<file path="config.mk">
export PLATFORM = sky130hd
export DESIGN_NAME = pbrf_ctrl
export DESIGN_NICKNAME = d
export VERILOG_FILES = /design/src/rtl/core/assert_macros.svh /design/src/rtl/core/pbrf_pkg.sv /design/src/rtl/core/pbrf_ctrl.sv
export SDC_FILE = /design/constraint.sdc
export NUM_CORES = 1
export LEC_CHECK = 0
export ABC_AREA = 1
export BUFFER_PORTS_ARGS = -buffer_cell sky130_fd_sc_hd__buf_2
export CAP_MARGIN = 20
export CORE_MARGIN = 2
export CORE_UTILIZATION = 30
export DETAILED_ROUTE_END_ITERATION = 12
export PLACE_DENSITY = 0.57
export SYNTH_ARGS = -nofsm -noshare
export SYNTH_HDL_FRONTEND = slang
export SYNTH_SLANG_ARGS = --single-unit
</file>
<file path="constraint.sdc">
create_clock -name clk -period 2.4 [get_ports clk]
set_input_delay 0.72 -clock clk [delete_from_list [all_inputs] [get_ports clk]]
set_output_delay 0.72 -clock clk [all_outputs]
set_load 0.005 [all_outputs]
</file>
<file path="src/rtl/core/assert_macros.svh">
// Assertion macros shared by the root finder core.
// Depends on nothing; files that assert take it in by `include.
`ifndef ASSERT_MACROS_SVH
`define ASSERT_MACROS_SVH

// Check a property once reset is released.
`define PBRF_ASSERT(lbl, clk, rst_n, prop, msg) \
    lbl: assert property (@(posedge clk) disable iff (!rst_n) prop) \
        else $error(msg);

// Check a property at every edge, reset included.
`define PBRF_ASSERT_ALWAYS(lbl, clk, prop, msg) \
    lbl: assert property (@(posedge clk) prop) \
        else $error(msg);

`endif

</file>
<file path="src/rtl/core/pbrf_pkg.sv">
// Shared types, constants and codes of the polynomial bisection root finder.
// Depends on nothing; every other file of the core but assert_macros.svh uses it.
package pbrf_pkg;

    localparam int DEF_MAX_TERMS = 64;
    localparam int DEF_MAX_ITER  = 48;

    localparam int IDX_W    = 6;
    localparam int COEF_W   = 16;
    localparam int Q_W      = 32;
    localparam int TOL_W    = 31;
    localparam int FRAC_W   = 16;
    localparam int ACC_W    = 64;
    localparam int STATUS_W = 2;
    localparam int ITER_W   = 6;

    localparam logic CMD_LOAD  = 1'b0;
    localparam logic CMD_SOLVE = 1'b1;

    localparam logic [STATUS_W-1:0] STAT_TOL_MET    = 2'd0;
    localparam logic [STATUS_W-1:0] STAT_EXACT      = 2'd1;
    localparam logic [STATUS_W-1:0] STAT_NO_SIGN    = 2'd2;
    localparam logic [STATUS_W-1:0] STAT_ITER_LIMIT = 2'd3;

    // -1.0 in Q16.16
    localparam logic [Q_W-1:0] ROOT_REJECT = 32'hFFFF_0000;

    localparam logic [ACC_W-1:0] ACC_MAX = 64'h7FFF_FFFF_FFFF_FFFF;
    localparam logic [ACC_W-1:0] ACC_MIN = 64'h8000_0000_0000_0000;

    typedef enum logic [12:0] {
        ST_IDLE    = 13'b0_0000_0000_0001,
        ST_EV_INIT = 13'b0_0000_0000_0010,
        ST_EV_MAG  = 13'b0_0000_0000_0100,
        ST_EV_MLO  = 13'b0_0000_0000_1000,
        ST_EV_MHI  = 13'b0_0000_0001_0000,
        ST_EV_SUM  = 13'b0_0000_0010_0000,
        ST_EV_SAT  = 13'b0_0000_0100_0000,
        ST_EV_ADD  = 13'b0_0000_1000_0000,
        ST_SIGN    = 13'b0_0001_0000_0000,
        ST_CHECK   = 13'b0_0010_0000_0000,
        ST_MID     = 13'b0_0100_0000_0000,
        ST_UPD     = 13'b0_1000_0000_0000,
        ST_DONE    = 13'b1_0000_0000_0000
    } state_t;

    // point being evaluated
    typedef enum logic [1:0] {
        TGT_A = 2'd0,
        TGT_B = 2'd1,
        TGT_C = 2'd2
    } tgt_t;

    typedef enum logic [2:0] {
        RES_REJECT    = 3'd0,
        RES_ROOT_A    = 3'd1,
        RES_ROOT_B    = 3'd2,
        RES_MID_EXACT = 3'd3,
        RES_MID_END   = 3'd4
    } res_kind_t;

    typedef struct packed {
        logic neg;
        logic zero;
    } sgn_t;

    typedef struct packed {
        logic      load_we;
        logic      solve_capture;
        logic      ev_start;
        logic      ev_mag;
        logic      ev_mlo;
        logic      ev_mhi;
        logic      ev_sum;
        logic      ev_sat;
        logic      ev_add;
        logic      store_f;
        logic      mid_step;
        logic      upd_a;
        logic      upd_b;
        logic      res_write;
        tgt_t      x_sel;
        res_kind_t res_kind;
    } ctrl_cmd_t;

    typedef struct packed {
        logic term_last;
        logic reject;
        logic fa_zero;
        logic fb_zero;
        logic fc_zero;
        logic fc_opp;
        logic above;
        logic iter_done;
        logic res_room;
    } dp_stat_t;

endpackage

</file>
<file path="src/rtl/core/pbrf_ctrl.sv">
// Sequencer of the root finder: Horner term phases, bracket checks, bisection loop.
// Depends on pbrf_pkg; drives pbrf_datapath through ctrl_cmd_t and reads dp_stat_t.
module pbrf_ctrl (
    input  logic                clk,
    input  logic                rst_n,
    input  logic                item_valid,
    input  logic                item_cmd,
    output logic                item_ready,
    input  pbrf_pkg::dp_stat_t  stat,
    output pbrf_pkg::ctrl_cmd_t cmd
);

    pbrf_pkg::state_t    state_reg, state_next;
    pbrf_pkg::tgt_t      tgt_reg, tgt_next;
    pbrf_pkg::res_kind_t kind_reg, kind_next;

    always_ff @(posedge clk or negedge rst_n)
    begin
        if (!rst_n)
        begin
            state_reg <= pbrf_pkg::ST_IDLE;
            tgt_reg   <= pbrf_pkg::TGT_A;
            kind_reg  <= pbrf_pkg::RES_REJECT;
        end
        else
        begin
            state_reg <= state_next;
            tgt_reg   <= tgt_next;
            kind_reg  <= kind_next;
        end
    end

    always_comb
    begin
        state_next   = state_reg;
        tgt_next     = tgt_reg;
        kind_next    = kind_reg;
        item_ready   = 1'b0;
        cmd          = '0;
        cmd.x_sel    = tgt_reg;
        cmd.res_kind = kind_reg;
        unique case (state_reg)
            pbrf_pkg::ST_IDLE:
            begin
                item_ready = 1'b1;
                if (item_valid)
                begin
                    if (item_cmd == pbrf_pkg::CMD_SOLVE)
                    begin
                        cmd.solve_capture = 1'b1;
                        tgt_next          = pbrf_pkg::TGT_A;
                        state_next        = pbrf_pkg::ST_EV_INIT;
                    end
                    else
                    begin
                        cmd.load_we = 1'b1;
                    end
                end
            end
            pbrf_pkg::ST_EV_INIT:
            begin
                cmd.ev_start = 1'b1;
                state_next   = pbrf_pkg::ST_EV_MAG;
            end
            pbrf_pkg::ST_EV_MAG:
            begin
                cmd.ev_mag = 1'b1;
                state_next = pbrf_pkg::ST_EV_MLO;
            end
            pbrf_pkg::ST_EV_MLO:
            begin
                cmd.ev_mlo = 1'b1;
                state_next = pbrf_pkg::ST_EV_MHI;
            end
            pbrf_pkg::ST_EV_MHI:
            begin
                cmd.ev_mhi = 1'b1;
                state_next = pbrf_pkg::ST_EV_SUM;
            end
            pbrf_pkg::ST_EV_SUM:
            begin
                cmd.ev_sum = 1'b1;
                state_next = pbrf_pkg::ST_EV_SAT;
            end
            pbrf_pkg::ST_EV_SAT:
            begin
                cmd.ev_sat = 1'b1;
                state_next = pbrf_pkg::ST_EV_ADD;
            end
            pbrf_pkg::ST_EV_ADD:
            begin
                cmd.ev_add = 1'b1;
                state_next = stat.term_last ? pbrf_pkg::ST_SIGN : pbrf_pkg::ST_EV_MAG;
            end
            pbrf_pkg::ST_SIGN:
            begin
                cmd.store_f = 1'b1;
                unique case (tgt_reg)
                    pbrf_pkg::TGT_A:
                    begin
                        tgt_next   = pbrf_pkg::TGT_B;
                        state_next = pbrf_pkg::ST_EV_INIT;
                    end
                    pbrf_pkg::TGT_B: state_next = pbrf_pkg::ST_CHECK;
                    pbrf_pkg::TGT_C: state_next = pbrf_pkg::ST_UPD;
                    default:         state_next = pbrf_pkg::ST_IDLE;
                endcase
            end
            pbrf_pkg::ST_CHECK:
            begin
                priority if (stat.reject)
                begin
                    kind_next  = pbrf_pkg::RES_REJECT;
                    state_next = pbrf_pkg::ST_DONE;
                end
                else if (stat.fa_zero)
                begin
                    kind_next  = pbrf_pkg::RES_ROOT_A;
                    state_next = pbrf_pkg::ST_DONE;
                end
                else if (stat.fb_zero)
                begin
                    kind_next  = pbrf_pkg::RES_ROOT_B;
                    state_next = pbrf_pkg::ST_DONE;
                end
                else
                begin
                    state_next = pbrf_pkg::ST_MID;
                end
            end
            pbrf_pkg::ST_MID:
            begin
                cmd.mid_step = 1'b1;
                tgt_next     = pbrf_pkg::TGT_C;
                state_next   = pbrf_pkg::ST_EV_INIT;
            end
            pbrf_pkg::ST_UPD:
            begin
                if (stat.fc_zero)
                begin
                    kind_next  = pbrf_pkg::RES_MID_EXACT;
                    state_next = pbrf_pkg::ST_DONE;
                end
                else
                begin
                    // replace the end whose sign matches the midpoint
                    if (stat.fc_opp)
                    begin
                        cmd.upd_b = 1'b1;
                    end
                    else
                    begin
                        cmd.upd_a = 1'b1;
                    end
                    if (stat.above && !stat.iter_done)
                    begin
                        state_next = pbrf_pkg::ST_MID;
                    end
                    else
                    begin
                        kind_next  = pbrf_pkg::RES_MID_END;
                        state_next = pbrf_pkg::ST_DONE;
                    end
                end
            end
            pbrf_pkg::ST_DONE:
            begin
                // hold until the output register can take the result
                if (stat.res_room)
                begin
                    cmd.res_write = 1'b1;
                    state_next    = pbrf_pkg::ST_IDLE;
                end
            end
            default:
            begin
                state_next = pbrf_pkg::ST_IDLE;
            end
        endcase
    end

endmodule

</file>
==> results of run 1 <==
## power breakdown
group / internal (mW) / switching (mW)
clock: 0.118 / 0.101
combinational: 0.156 / 0.220
sequential: 0.333 / 0.0264
## final timing paths
kind	from	end	slack, ps
max	state_reg[2]	cmd[6]	120
min	rst_n	state_reg[6]	390
max reg2reg	state_reg[2]	tgt_reg[1]	820
min reg2reg	kind_reg[2]	kind_reg[2]	510
max in group asynchronous	rst_n	state_reg[0]	1670
min in group clk	kind_reg[2]	kind_reg[2]	510
## worst max-delay path: stages (launching register included)
cell and delay [ps]:
dfrtp_1 420, nor2_4 160, nand2_4 90, nor2_8 170
nand2_4 90, nor2_2 120, inv_2 60, nor2_1 70
buf_2 110
## area by class of cell
| class | count | area, sq um | share of cell area |
|---|---|---|---|
| clock buffer | 4 | 45.0 | 0.0308 |
| inverter | 37 | 139 | 0.0950 |
| sequential | 18 | 452 | 0.309 |
| multi-input combinational | 109 | 584 | 0.399 |
| timing repair buffer | 35 | 183 | 0.125 |
| tap | 48 | 60.1 | 0.0411 |
## timing repair
action                     CTS  global route
setup endpoints to repair    0             2
gates resized for setup      0             4
setup buffers                0             3
## layer usage
metal,vias up,GRT usage
li1,569,-
met1,453,0.162
met2,13,0.210
met3,2,0.0307
met4,0,0.0306
met5,-,0
## layout by cell type (no fill, tap or decap)
| cell type | n |
|---|---|
| buf_4 | 3 |
| nand3b_1 | 1 |
| clkinv_1 | 1 |
| o21ai_0 | 2 |
| nor2_4 | 6 |
| o32ai_1 | 1 |
| dfrtp_1 | 17 |
| buf_2 | 32 |
| nand3_1 | 8 |
| a21oi_2 | 2 |
| clkbuf_8 | 3 |
| o21bai_1 | 1 |
| nand4_1 | 2 |
| nand2_1 | 28 |
| nor2_1 | 38 |
| dfstp_2 | 1 |
| nor2_2 | 3 |
| nand2_4 | 5 |
| clkbuf_1 | 1 |
| o21ai_1 | 3 |
| o211ai_2 | 1 |
| nor3_1 | 4 |
| nor2_8 | 1 |
| inv_1 | 29 |
| inv_2 | 7 |
| nand2_2 | 2 |
| nor3_2 | 1 |
## kinds of logic after synthesis
kind of cell | count (synthesis) | share of synthesized area
AND/OR/NAND/NOR | 99 | 0.425
AO/OA/AOI/OAI | 10 | 0.0612
flip-flops | 18 | 0.388
buffers and inverters | 38 | 0.126
==> results.cfg, run 1 <==
[global_routing]
grt_pass1_wl_microns = 4240
grt_pass1_vias = 978
grt_overflow = 0
antenna_found_initial = 0
grt_use_total = 0.126
grt_max_degree = 19

[power]
max-vdd-ir-drop_mv = 0.364
powerDensity_nw_per_um2 = 652
power.total_mw = 0.954
cellLeakagePower_nw = 0.931

[synthesis]
syn_area_per_cell_sq_um = 7.06
ys_warn_count = 0
synthCells = 165
synth_nets = 178
synth_ff_type = dfrtp_1
synth_common_cells = 39 x nor2_1, 29 x inv_1, 28 x nand2_1, 17 x dfrtp_1, 8 x nand3_1
synth_most_common_cell = nor2_1
syn_area_sq_um = 1160
synth.largest_area_cell = dfrtp_1
synth_edf_count = 0
synth.top_cells.by_area = dfrtp_1 37%, nor2_1 13%, inv_1 9.3%, nand2_1 9.0%, nand2_4 3.9%
synth_top_cell_area_share = 0.365
ys_seq_area_frac = 0.388
synthArstFlopShare = 1.00
ys_ff_latch = 18
synthDistinctLibCells = 24

[sta]
finalSetupViolations = 0
maxSlewHeadroom = 0.718
fmax_ghz = 0.440
clock_skew_ps = 9.15
rsz0062_at_grt = no
post-route-period-util = 0.948
slew_viol_final = 0
final.setup.tns_ps = 0
final_hold_viol_count = 0
holdWs_ps = 390
worst_slew_pin_slew_ps = 423
final.setup.worst_slack_ps = 125
period_needed_ps = 2280

[detailed_routing]
dr_wl_met3_microns = 75
vias = 1037
highest_layer = met4
wl_met1_microns = 1120
wl_per_cell_microns = 9.36
vias_per_cell = 4.13
routed_wl_microns = 2350
drc_errors = 0
wl_met2_microns = 1140
drt-initial-drc-count = 27
ant_nets = 0
drt_pass1_iterations = 4

[place]
dpl.hpwl_microns = 1950
place.gp.congestion = 0.821
dp_slack_ps = 325
dp.cells = 244
io_buffers = 32
postPlaceCellArea_sq_um = 1380

[clock_tree]
clock-sinks = 18
cts_buffer_depth = 2
cts_max_level = 1
path_clk_slew_ps = 70
cts_buffers = 3
cts_tree = yes
clk_latency_ps = 260
hold_buffers = 0
root_buffer = clkbuf_8

[die]
io_pins = 33
die_h_microns = 66.3
dieWidth_microns = 66.3
core_sq_um = 3690
row_count = 22
start_util = 0.316
die-area_sq_um = 4400

[critical_path]
r2r_cells = 9
crit_type = register to output port
crit_fanout = 6
cp.arrival_ps = 1560
required_ps = 1680
cp-start-kind = register
crit_path_end_kind = output port

[finish]
nNetsFinal = 217
largest_reg_flops = 13
fill_cells = 407
areaGrowthSynthToFinish_pct = 25.6
final_area_sq_um = 1460
utilization = 0.397
drive_gt1_frac = 0.330
diodes = 0
final_cells = 251

[min_path]
hp-class = primary input to async pin

[status]
status = completed

[run]
maxCapViolations = 0
(Power assumes the default switching activity.)
==> run 2: changes to the inputs <==
Settings changed: PLACE_DENSITY 0.57 to 0.59, RECOVER_POWER set to 50.
Clock period 2.4 ns to 1.9 ns, I/O delays scaled along.
==> results.cfg, run 2 (synthesized netlist as in run 1, its figures left out) <==
[status]
status = complete, but fails checks
violations = setup timing

[detailed_routing]
highest_layer = met4
dr_wl_met3_microns = 70
wl_per_cell_microns = 9.94
vias = 1186
drc_errors = 0
drt-initial-drc-count = 17
drt_pass1_iterations = 4
routed_wl_microns = 2730
vias_per_cell = 4.31
ant_nets = 0
wl_met1_microns = 1190
wl_met2_microns = 1440

[finish]
largest_reg_flops = 13
final_cell_mix = 31 x nor2_1, 30 x buf_2, 27 x inv_1
nNetsFinal = 241
final_common_cell = nor2_1
utilization = 0.467
areaGrowthSynthToFinish_pct = 48.0
diodes = 0
final_cells = 275
drive_gt1_frac = 0.489

[sta]
holdWs_ps = 456
period_needed_ps = 2050
clock_skew_ps = 1.08
post-route-period-util = 1.08
fmax_ghz = 0.488
worst_slew_pin_slew_ps = 998
maxSlewHeadroom = 0.335
rsz0062_at_grt = yes
final_hold_viol_count = 0
finalSetupViolations = 15
final.setup.worst_slack_ps = -149
slew_viol_final = 0

[critical_path]
crit-reg2reg-launch = state_reg[0]
crit_fanout = 6
cp-startpoint = state_reg[0]
cpPeakStageDelay_ps = 560
crit_type = register to output port
required_ps = 1330
slowest_stage = dfstp_2
cp.arrival_ps = 1480
cp_cell_sequence = nor2_2, nand2_2, nor2_8, buf_4, buf_6, nand2_4, inv_2, buf_2
crit_path_end_kind = output port
cp-start-kind = register

[place]
dpl.hpwl_microns = 1950
dp_slack_ps = 48.3
dp.cells = 248
place.gp.congestion = 0.763
io_buffers = 32

[die]
die-area_sq_um = 4400
core_sq_um = 3690
start_util = 0.316
io_pins = 33
row_count = 22
dieWidth_microns = 66.3
die_h_microns = 66.3

[clock_tree]
clock-sinks = 18
cts_max_level = 1
cts_buffers = 3
cts_buffer_depth = 2
cts_tree = yes
hold_buffers = 0
path_clk_slew_ps = 70
clk_latency_ps = 250
root_buffer = clkbuf_8

[run]
maxCapViolations = 0

[power]
max-vdd-ir-drop_mv = 0.604
cellLeakagePower_nw = 1.07
powerDensity_nw_per_um2 = 802

[global_routing]
grt_overflow = 0
grt_use_total = 0.135
antenna_found_initial = 0
grt_pass1_vias = 1098
grt_max_degree = 19
grt_pass1_wl_microns = 4640

[min_path]
hp-class = primary input to async pin
run 2: changes by cell type in the layout (fill, tap and decap cells not counted), sizes merged:
cell,before,now
clkbuf,4,5
buf,35,58
run 2: final timing paths:
check,end,cells after the start,slack [ps]
min in group clk,kind_reg[2],2,520
worst max-delay path,cmd[8],8,-150
worst min-delay path,kind_reg[2],1,460
worst min register to register,kind_reg[2],2,520
worst max register to register,state_reg[0],12,210
max in group asynchronous,state_reg[2],1,840
run 2: per-stage QoR:
| stage | power, mW | setup TNS [ps] | cell area (sq um) |
|---|---|---|---|
| finish | 1.38 | -1380 | 1720 |
| global route | 1.49 | -2760 | 1720 |
| CTS | 1.32 | -1450 | 1610 |
| detailed placement | 0.881 | 0 | 1410 |
| global placement | 0.877 | 0 | 1410 |
| floorplan | 0.753 | 0 | 1160 |
run 2: critical path: cells and delay by family, from the launching register on:
kind / cells / cell delay [ps]
simple gates: 4 / 290
flops: 1 / 560
buf+inv: 4 / 380
run 2: final cells by class:
class,count,area (sq um)
sequential,18,452
multi-input combinational,109,639
timing repair buffer,59,379
inverter,37,139
clock buffer,4,55.1
tap,48,60.1
fill,392,1960
run 2: power by group:
| group | internal, mW | switching [mW] | leakage, nW |
|---|---|---|---|
| clock network | 0.184 | 0.135 | 0.0288 |
| registers | 0.420 | 0.0255 | 0.246 |
| logic | 0.283 | 0.334 | 0.792 |
run 2: timing repair:
item | CTS | global route
pin swaps | 10 | 10
gates resized for setup | 11 | 17
setup endpoints to repair | 15 | 15
gates cloned | 0 | 0
setup buffers | 15 | 8
run 2: metal layers:
layer,vias up,global-route usage
li1,622,-
met2,11,0.223
met3,4,0.0307
met4,0,0.0357
met1,549,0.176
met5,-,0
